===== src/rtl/kwssi_pkg.sv =====
// ----------------------------------------------------------------------------
// kwssi_pkg
// Shared sizes, types and register codes for the k-way sorted set
// intersection core.
// ----------------------------------------------------------------------------
package kwssi_pkg;

  // Sizes of the list store and of the result stream.
  localparam int MaxSlots   = 8;
  localparam int MaxElems   = 64;
  localparam int ValueW     = 16;
  localparam int MaxResults = 64;

  // Derived widths.
  localparam int SlotW   = $clog2(MaxSlots);
  localparam int PtrW    = $clog2(MaxElems);
  localparam int CntW    = $clog2(MaxElems + 1);
  localparam int AddrW   = SlotW + PtrW;
  localparam int Depth   = MaxSlots * MaxElems;
  localparam int NSlotW  = $clog2(MaxSlots + 1);
  localparam int ResW    = $clog2(MaxResults + 1);

  // Configuration port.
  localparam int CfgIdxW  = 1;
  localparam int CfgDataW = 8;
  localparam int MaskW    = 8;
  localparam int UseW     = 4;

  // Register indexes.
  localparam logic [CfgIdxW-1:0] CfgConstrainedMask = 1'b0;
  localparam logic [CfgIdxW-1:0] CfgSlotsInUse      = 1'b1;

  // Request codes.
  localparam logic ReqLoad = 1'b0;
  localparam logic ReqRun  = 1'b1;

  // Status codes.
  localparam logic StatusOk      = 1'b0;
  localparam logic StatusNoSlots = 1'b1;

  typedef logic [ValueW-1:0] value_t;
  typedef logic [SlotW-1:0]  slot_t;
  typedef logic [PtrW-1:0]   ptr_t;
  typedef logic [CntW-1:0]   cnt_t;

  // Read request from the walker towards the list store.
  typedef struct packed {
    logic  rd_en;
    slot_t rd_slot;
    ptr_t  rd_ptr;
    logic  clear;
  } walk_req_t;

  // One result item.
  typedef struct packed {
    value_t match_value;
    logic   match_valid;
    logic   last_result;
    logic   status;
  } res_t;

endpackage


===== src/rtl/kwssi_walk.sv =====
// ----------------------------------------------------------------------------
// kwssi_walk
// Intersection sequencer: visits the constraining slots in turn with one
// head read and one compare per visit, and emits common values in order.
// ----------------------------------------------------------------------------
module kwssi_walk (
  input  logic                 clk_i,
  input  logic                 rst_ni,
  input  logic                 start_i,
  input  logic [kwssi_pkg::MaxSlots-1:0] cons_i,
  input  kwssi_pkg::cnt_t      cnt_i [kwssi_pkg::MaxSlots],
  input  kwssi_pkg::value_t    rdata_i,
  output kwssi_pkg::walk_req_t req_o,
  output logic                 busy_o,
  output logic                 out_valid_o,
  input  logic                 out_ready_i,
  output kwssi_pkg::res_t      res_o
);
  import kwssi_pkg::*;

  typedef enum logic [2:0] {
    StIdle,
    StRead,
    StCompare,
    StFlush
  } state_e;

  state_e               state_q, state_d;
  logic [MaxSlots-1:0]  cons_q, cons_d;
  logic [NSlotW-1:0]    ncons_q, ncons_d;
  logic [NSlotW-1:0]    agree_q, agree_d;
  slot_t                slot_q, slot_d;
  ptr_t                 ptr_q [MaxSlots];
  ptr_t                 ptr_d [MaxSlots];
  value_t               max_q, max_d;
  logic                 max_vld_q, max_vld_d;
  logic                 excl_q, excl_d;
  value_t               pend_val_q, pend_val_d;
  logic                 pend_vld_q, pend_vld_d;
  logic [ResW-1:0]      nres_q, nres_d;
  logic                 err_q, err_d;
  logic                 out_vld_q, out_vld_d;
  res_t                 res_q, res_d;

  logic                 out_free;
  logic [CntW-1:0]      ptr_inc;
  logic                 exhausted;
  logic                 below, above;
  logic [NSlotW-1:0]    agree_n;
  logic [NSlotW-1:0]    popcnt;
  logic                 any_empty;
  slot_t                first_slot;
  slot_t                next_slot;
  walk_req_t            req;

  // Count of constraining slots, first one, and any that is empty.
  always_comb begin
    popcnt     = '0;
    any_empty  = 1'b0;
    first_slot = '0;
    for (int s = MaxSlots - 1; s >= 0; s--) begin
      if (cons_i[s]) begin
        popcnt     = popcnt + NSlotW'(1);
        first_slot = SlotW'(s);
        if (cnt_i[s] == '0) begin
          any_empty = 1'b1;
        end
      end
    end
  end

  // Next constraining slot after the current one, wrapping round.
  always_comb begin
    next_slot = slot_q;
    for (int i = MaxSlots - 1; i >= 1; i--) begin
      if (cons_q[(int'(slot_q) + i) % MaxSlots]) begin
        next_slot = SlotW'((int'(slot_q) + i) % MaxSlots);
      end
    end
  end

  // Compare of the current head against the running maximum. After a match
  // the old maximum itself counts as too small, so every list steps past it.
  assign ptr_inc   = {1'b0, ptr_q[slot_q]} + CntW'(1);
  assign exhausted = ptr_inc >= cnt_i[slot_q];
  assign below     = max_vld_q && ((rdata_i < max_q) || (excl_q && rdata_i == max_q));
  assign above     = !max_vld_q || (rdata_i > max_q);
  assign agree_n   = above ? NSlotW'(1) : agree_q + NSlotW'(1);
  assign out_free  = !out_vld_q || out_ready_i;

  // Sequencer next-state logic.
  always_comb begin
    state_d    = state_q;
    cons_d     = cons_q;
    ncons_d    = ncons_q;
    agree_d    = agree_q;
    slot_d     = slot_q;
    ptr_d      = ptr_q;
    max_d      = max_q;
    max_vld_d  = max_vld_q;
    excl_d     = excl_q;
    pend_val_d = pend_val_q;
    pend_vld_d = pend_vld_q;
    nres_d     = nres_q;
    err_d      = err_q;
    out_vld_d  = out_vld_q;
    res_d      = res_q;
    req        = '0;

    if (out_vld_q && out_ready_i) begin
      out_vld_d = 1'b0;
    end

    case (state_q)
      StIdle: begin
        if (start_i) begin
          cons_d     = cons_i;
          ncons_d    = popcnt;
          agree_d    = '0;
          slot_d     = first_slot;
          max_vld_d  = 1'b0;
          excl_d     = 1'b0;
          pend_vld_d = 1'b0;
          nres_d     = '0;
          err_d      = (cons_i == '0);
          for (int s = 0; s < MaxSlots; s++) begin
            ptr_d[s] = '0;
          end
          if ((cons_i == '0) || any_empty) begin
            state_d = StFlush;
          end else begin
            state_d = StRead;
          end
        end
      end

      StRead: begin
        req.rd_en   = 1'b1;
        req.rd_slot = slot_q;
        req.rd_ptr  = ptr_q[slot_q];
        state_d     = StCompare;
      end

      StCompare: begin
        if (below) begin
          // Head too small: step this list on, or stop at its end.
          ptr_d[slot_q] = ptr_inc[PtrW-1:0];
          state_d       = exhausted ? StFlush : StRead;
        end else if (agree_n == ncons_q) begin
          // Every constraining head equals the maximum: a match. The
          // previous match leaves through the output register first.
          if (!pend_vld_q || out_free) begin
            if (pend_vld_q) begin
              out_vld_d = 1'b1;
              res_d     = '{match_value: pend_val_q, match_valid: 1'b1,
                            last_result: 1'b0, status: StatusOk};
            end
            pend_val_d    = rdata_i;
            pend_vld_d    = 1'b1;
            nres_d        = nres_q + ResW'(1);
            max_d         = rdata_i;
            max_vld_d     = 1'b1;
            excl_d        = 1'b1;
            agree_d       = '0;
            ptr_d[slot_q] = ptr_inc[PtrW-1:0];
            if (exhausted || (nres_q + ResW'(1) == ResW'(MaxResults))) begin
              state_d = StFlush;
            end else begin
              state_d = StRead;
            end
          end
        end else begin
          // Head equal to or above the maximum: move to the next list.
          if (above) begin
            max_d     = rdata_i;
            max_vld_d = 1'b1;
            excl_d    = 1'b0;
          end
          agree_d = agree_n;
          slot_d  = next_slot;
          state_d = StRead;
        end
      end

      StFlush: begin
        // Final item of the run, then clear all lists.
        if (out_free) begin
          out_vld_d = 1'b1;
          if (pend_vld_q) begin
            res_d = '{match_value: pend_val_q, match_valid: 1'b1,
                      last_result: 1'b1, status: StatusOk};
          end else begin
            res_d = '{match_value: '0, match_valid: 1'b0, last_result: 1'b1,
                      status: err_q ? StatusNoSlots : StatusOk};
          end
          req.clear = 1'b1;
          state_d   = StIdle;
        end
      end

      default: begin
        state_d = StIdle;
      end
    endcase
  end

  // State and registered outputs.
  always_ff @(posedge clk_i or negedge rst_ni) begin
    if (!rst_ni) begin
      state_q    <= StIdle;
      cons_q     <= '0;
      ncons_q    <= '0;
      agree_q    <= '0;
      slot_q     <= '0;
      for (int s = 0; s < MaxSlots; s++) begin
        ptr_q[s] <= '0;
      end
      max_vld_q  <= 1'b0;
      excl_q     <= 1'b0;
      pend_vld_q <= 1'b0;
      nres_q     <= '0;
      err_q      <= 1'b0;
      out_vld_q  <= 1'b0;
    end else begin
      state_q    <= state_d;
      cons_q     <= cons_d;
      ncons_q    <= ncons_d;
      agree_q    <= agree_d;
      slot_q     <= slot_d;
      ptr_q      <= ptr_d;
      max_vld_q  <= max_vld_d;
      excl_q     <= excl_d;
      pend_vld_q <= pend_vld_d;
      nres_q     <= nres_d;
      err_q      <= err_d;
      out_vld_q  <= out_vld_d;
    end
  end

  // Payload registers.
  always_ff @(posedge clk_i) begin
    max_q      <= max_d;
    pend_val_q <= pend_val_d;
    res_q      <= res_d;
  end

  assign req_o       = req;
  assign busy_o      = (state_q != StIdle);
  assign out_valid_o = out_vld_q;
  assign res_o       = res_q;

endmodule


===== config.mk =====
export PLATFORM = sky130hd
export DESIGN_NAME = kwssi_walk
export DESIGN_NICKNAME = d
export VERILOG_FILES = /design/src/rtl/kwssi_pkg.sv /design/src/rtl/kwssi_walk.sv
export SDC_FILE = /design/constraint.sdc
export NUM_CORES = 1
export LEC_CHECK = 0
export BUFFER_PORTS_ARGS = -buffer_cell sky130_fd_sc_hd__buf_4
export CORE_MARGIN = 2
export CORE_UTILIZATION = 30
export DETAILED_ROUTE_END_ITERATION = 16
export GPL_ROUTABILITY_DRIVEN = 0
export PLACE_DENSITY = 0.55
export SYNTH_ARGS = -nofsm -noshare
export SYNTH_HDL_FRONTEND = slang
export SYNTH_SLANG_ARGS = --single-unit

===== constraint.sdc =====
create_clock -name clk_i -period 10.2 [get_ports clk_i]
set_clock_uncertainty 0.15 [all_clocks]
set_input_delay 1.53 -clock clk_i [delete_from_list [all_inputs] [get_ports clk_i]]
set_output_delay 1.53 -clock clk_i [all_outputs]
set_load 0.03 [all_outputs]

# Word-level counts from Yosys, hierarchy flattened
# Cells that the tools add are included.
[totals] out_inout_bits=32 regBits=133 word_cells=259 inputBits=84
[classes] reduce_logical=44 n_addsub=17 magnitude_cmp=12 n_mux=132 bitwise_logic=9 eq_ne=20
[op_table] operator="two-way mux 48 bit" n=4
[op_table] operator="two-way mux 19 bit" n=6
[op_table] operator="case mux 48 bit (2 select lines)" n=1
[op_table] operator="two-way mux 3 bit" n=23
[op_table] operator="zero test 7 bit" n=8
[op_table] operator="two-way mux 1 bit" n=50
[op_table] operator="bitwise mux 48 bit" n=1
[op_table] operator="two-way mux 16 bit" n=3
[op_table] operator="two-way mux 4 bit" n=12
[op_table] operator="two-way mux 7 bit" n=6
[op_table] operator="case mux 19 bit (2 select lines)" n=1
[op_table] operator="< comparator 4 x 5 -> 1 bit, second input constant" n=7
[op_table] operator="adder 4 x 1 -> 4 bit, second input constant" n=8
[op_table] operator="binary-select mux 1 bit (select 3 bit)" n=7
[op_table] operator="binary-select mux 7 bit (select 3 bit)" n=1
[op_table] operator="OR reduction 3 bit" n=7
[op_table] operator="binary-select mux 6 bit (select 3 bit)" n=1
[op_table] operator="demux 6 bit (select 3 bit)" n=1
[op_table] operator="two-way mux 6 bit" n=3
[op_table] operator="== test 16 bit" n=1
[op_table] operator="> comparator 16 bit" n=1
[op_table] operator="< comparator 16 bit" n=1
[op_table] operator="AND reduction 4 bit" n=4
[op_table] operator="AND reduction 5 bit" n=3
[op_table] operator="other kinds (37)" n=74

# Logic depth before layout (Yosys ltp)
[depth] ltp_word=21 depth_mapped=21 depth_no_buf=21

# Worst setup path before layout
# OpenSTA, ideal clock, no wires.
[synth_timing] path_type="input to register" startpoint="in cons_i[6] (netlist name)" endpoint="reg ncons_q[1]" arrival_time_ps=4678 t_required_ps=9922 stages=20 setup_time_ps=128 slack_ps=5244 path_buffers=0 cell_sequence="inv_1 -> ha_1 -> nor2b_1 -> or2_2 -> ha_1 -> nand2b_1 -> o31ai_1 -> inv_1 -> ha_1 -> nand2_1 -> o21ai_0 -> ha_1 -> mux2i_1 -> inv_1 -> ha_1 -> nand2_1 -> o21ai_0 -> ha_1 -> mux2i_1 -> o21ai_0"
[synth_between] elab_chain_cells=13
[synth_lines] element="from (decl)" line_no="kwssi_walk.sv:10" text="input logic [kwssi_pkg::MaxSlots-1:0] cons_i,"
[synth_lines] element="two-way mux 4 bit *" line_no="kwssi_walk.sv:62" text="if (cons_i[s]) begin"
[synth_lines] element="adder 4 x 1 -> 4 bit" line_no="kwssi_walk.sv:63" text="popcnt = popcnt + NSlotW'(1);"
[synth_lines] element="two-way mux 4 bit *" line_no="kwssi_walk.sv:62"
[synth_lines] element="adder 4 x 1 -> 4 bit" line_no="kwssi_walk.sv:63"
[synth_lines] element="two-way mux 4 bit *" line_no="kwssi_walk.sv:62"
[synth_lines] element="adder 4 x 1 -> 4 bit" line_no="kwssi_walk.sv:63"
[synth_lines] element="two-way mux 4 bit *" line_no="kwssi_walk.sv:62"
[synth_lines] element="adder 4 x 1 -> 4 bit" line_no="kwssi_walk.sv:63"
[synth_lines] element="two-way mux 4 bit *" line_no="kwssi_walk.sv:62"
[synth_lines] element="adder 4 x 1 -> 4 bit" line_no="kwssi_walk.sv:63"
[synth_lines] element="two-way mux 4 bit *" line_no="kwssi_walk.sv:62"
[synth_lines] element="adder 4 x 1 -> 4 bit" line_no="kwssi_walk.sv:63"
[synth_lines] element="two-way mux 4 bit *" line_no="kwssi_walk.sv:62"
[synth_lines] element="to (signal assigned)" line_no="kwssi_walk.sv:227" text="ncons_q <= ncons_d;"
[synth_lines] element="to (decl)" line_no="kwssi_walk.sv:30" text="logic [NSlotW-1:0] ncons_q, ncons_d;"
# Every way passes the cells marked *; elsewhere a longest branch is shown, timed or not.
# A chain may end at the register's enable or synchronous reset.

# Worst setup path after layout
# Ends and elaborated chain as after synthesis.

==> out/results.md <==
| Item | Reported | Unit |
|:---|:---|:---|
| Final Instance Area | 10,000 | sq um |
| Final wirelength | 22,600 | um |
| Remaining design rule violation count | 0 | - |
| Total area of sequential cells | 3560 | sq um |
| H-tree depth reported by CTS | 4 | - |
| FFs w/ async S/R, synth | 61.4 | % |
| Synth unique cells | 70 | - |
| R2r setup slk | 6.14 | ns |
| Switching share of power | 41.9 | % |
| Slowest library cell on the worst path | ha_1 | - |
| Capture instance of the worst register-to-register path | state_q[1]$_DFFE_PN0P_ | - |
| Internal cell power | 1.60 | mW |
| Minimum clock period after layout | 4.99 | ns |
| Area inside the core boundary | 26,900 | sq um |
| Initial Util | 30.5 | % |
| Maximum root-to-sink buffer count | 2 | - |
| TritonCTS clock tree | done | - |
| Number of buffers created by CTS | 17 | - |
| Global-route total usage across every layer | 16.3 | % |
| Min-Delay Path Class | reg -> reg | - |
| Power share of the sequential group | 27.8 | % |
| Vias in the first global route | 6,412 | - |
| Count of final hold-check violations | 0 | - |
| Violation count after the first detailed-routing iteration | 381 | - |
| Net load switching power | 1.16 | mW |
| Placement row count | 60 | - |
| Number of cells on the worst hold path | 1 | - |
| Final antenna diode count | 0 | - |
| Initial antenna violation count | 0 | - |
| Global-route wire length before repair | 35,900 | um |
| Setup bufs post-CTS | 0 | - |
| Final total power | 2.76 | mW |
| Most frequent cells in the layout | 123 x buf_4, 81 x nand2_1, 79 x dfrtp_1 | - |
| Slew at the pin closest to its max-slew limit | 0.988 | ns |
| Remaining global-route overflow | 0 | - |
| Post-synth EDFFs | 51 | - |
| Mapped cell area | 8190 | sq um |
| Period utilization | 48.9 | % |
| P per Cell Area | 275 | nW/um^2 |
| Slew HR | 34.1 | % |
| Path depth of the worst reg2reg path | 13 | - |
| Endpoints failing setup | 0 | - |
| Number of nets with antenna violations after routing | 0 | - |
| Filler Cell Count | 2,658 | - |
| Share of layout cells above drive strength 1 | 26.1 | % |
| Area of the multi-input gates | 4330 | sq um |
| Overall die height | 169 | um |
| Number of synthesis warnings | 0 | - |
| Total nets after synthesis | 866 | - |
| IO Count | 116 | - |
| Largest net degree at the start of global routing | 53 | - |
| Endpoint class of the critical path | register | - |
| Total cell area at the placement stage | 9390 | sq um |
| Clock Sinks | 132 | - |
| Comb power frac | 47.9 | % |
| Clock latency on the worst-skew pair | 0.43 | ns |
| Width of the die | 169 | um |
| Number of instances in the synthesized netlist | 741 | - |
| Max stage delay on crit path | 0.33 | ns |
| Half-perimeter wire length after placement | 16,600 | um |
| Setup CP Type | in -> reg | - |
| Worst path arrival time | 5.13 | ns |
| Share of the yosys chip area belonging to registers | 43.4 | % |
| Clk pwr share | 24.4 | % |
| Max-slew violation total from the final report | 0 | - |
| Max-cap check violation count | 0 | - |
| Number of vias in the routed layout | 6,361 | - |
| CP Cell Sequence | buf_4 > inv_1 > ha_1 > nor2b_1 > or2_2 > ha_1 > nand2b_1 > o31ai_1 > inv_1 > ha_1 > nand2_1 > o21ai_0 > ha_1 > mux2i_1 > inv_1 > ha_1 > nand2_1 > o21ai_0 > ha_1 > mux2i_1 > o21ai_0 | - |
| Number of register bits inferred by synthesis | 132 | - |
| # nets final | 974 | - |
| End-of-flow core utilization | 37.3 | % |
| Cell occurring most often along the worst timing path | ha_1 | - |
| Largest fanout on the critical path | 5 | - |
| Layout area overhead | 22.4 | % |
| CTS Hold Buffers Added | 0 | - |
| Static Leak | 4.24 | nW |
| Routed len/inst | 18.8 | um |
| Mean instance size in the synthesized netlist | 11.1 | sq um |
| VDD IR-drop max | 0.0000910 | V |
| Final total negative setup slack | 0 | ns |
| Count of buffers inserted at the top-level ports | 115 | - |
| Via count normalized by instance count | 5.29 | - |
| Min-delay src | ptr_q[28]$_DFFE_PN0P_ | - |
| Most common cell after layout, fill and taps aside | buf_4 | - |
| FMAX | 200 | MHz |
| # resized after CTS | 0 | - |
| Required time reported for the critical path endpoint | 10.34 | ns |
| Clk slew on worst S/H paths | 0.06 | ns |
| R2R Path Start | slot_q[1]$_DFFE_PN0P_ | - |
| Setup repair after global routing missed its margin | no | - |
| Hold-critical path endpoint | ptr_q[28]$_DFFE_PN0P_ | - |
| Clock tree root buffer cell | clkbuf_16 | - |
| Critical path launch point type | input pin | - |
| Run status | completed | - |
| Die area | 28,600 | sq um |
| DRT Pass-1 Iters | 4 | - |
| Predominant post-synthesis flop cell | dfrtp_1 | - |
==> worst max-delay path by stage <==
stage                         start                     end  slack, ns  depth (start not counted)
after floorplan           cons_i[6]  ncons_q[1]$_DFFE_PN0P_       5.24                         20
after global placement    cons_i[6]  ncons_q[1]$_DFFE_PN0P_       4.88                         21
after detailed placement  cons_i[6]  ncons_q[1]$_DFFE_PN0P_       4.79                         21
after CTS                 cons_i[6]  ncons_q[1]$_DFFE_PN0P_       5.24                         21
after global routing      cons_i[6]  ncons_q[1]$_DFFE_PN0P_       4.98                         21
final                     cons_i[6]  ncons_q[1]$_DFFE_PN0P_       5.21                         21
==> kinds of logic (layout without fill, tap and decap cells) <==
group / Yosys count / after routing / synth area share (%)
flip-flops: 132 / 132 / 43.4
multiplexers: 60 / 60 / 12.9
AO/OA/AOI/OAI: 177 / 177 / 16.8
AND/OR/NAND/NOR: 233 / 233 / 14.3
buffers and inverters: 74 / 195 / 3.76
adder cells (fa/ha/maj): 41 / 41 / 6.26
XOR/XNOR: 24 / 24 / 2.57
==> power by group through the flow <==
stage	combinational [mW]	clock [mW]	sequential [mW]
2_1_floorplan	0.929	0	0.789
3_3_place_gp	1.32	0	0.773
3_5_place_dp	1.33	0	0.775
4_1_cts	1.33	0.684	0.766
5_1_grt	1.45	0.707	0.782
6_report	1.32	0.673	0.766
==> per-layer routing <==
metal / part of all wire, % / GRT usage (%)
met1: 46 / 21.9
met3: 5.1 / 3.50
met5: 0 / 0
met4: 1.8 / 5.50
met2: 47 / 26.1
==> Yosys cell counts (13+ instances only) <==
cell | n | area [sq um]
nand3_1 | 19 | 95.1
ha_1 | 41 | 513
edfxtp_1 | 51 | 1530
and2_1 | 19 | 119
o2bb2ai_1 | 48 | 420
nor3_1 | 13 | 65.1
inv_1 | 39 | 146
mux2i_1 | 20 | 200
a21oi_1 | 23 | 115
nor2_1 | 43 | 161
o21ai_0 | 21 | 105
clkbuf_1 | 16 | 60.1
dfrtp_1 | 81 | 2030
nand2_1 | 81 | 304
xnor2_1 | 14 | 123
mux4_2 | 36 | 811
==> area by class of cell <==
type	instances	share of cell area, %
clock inverter	13	2.05
timing repair buffer	123	9.21
inverter	40	1.50
sequential	132	35.5
tap	341	4.25
clock buffer	19	4.32
multi-input combinational	535	43.2
==> per-stage QoR <==
step	std cells	hold WS, ns	setup slack [ns]
global route	1203	0.345	4.98
detailed placement	1171	0.318	4.79
floorplan	741	0.300	5.24
finish	1203	0.331	5.21
global placement	1171	0.316	4.88
CTS	1203	0.337	5.24
==> critical path: cells and delay by family <==
kind / cells / cell delay (ns)
fa+ha+maj: 6 / 1.76
simple gates: 5 / 0.63
compound gates: 4 / 0.45
buf+inv: 4 / 0.42
mux: 2 / 0.35
==> flip-flops by register name (all words and copies together) (netlist names), 2 cells and up <==
signal,flops
state_q,2
cons_q,8
slot_q,3
res_o,19
agree_q,4
nres_q,7
pend_val_q,16
ncons_q,4
ptr_q,48
max_q,16
(Power assumes the default switching activity.)
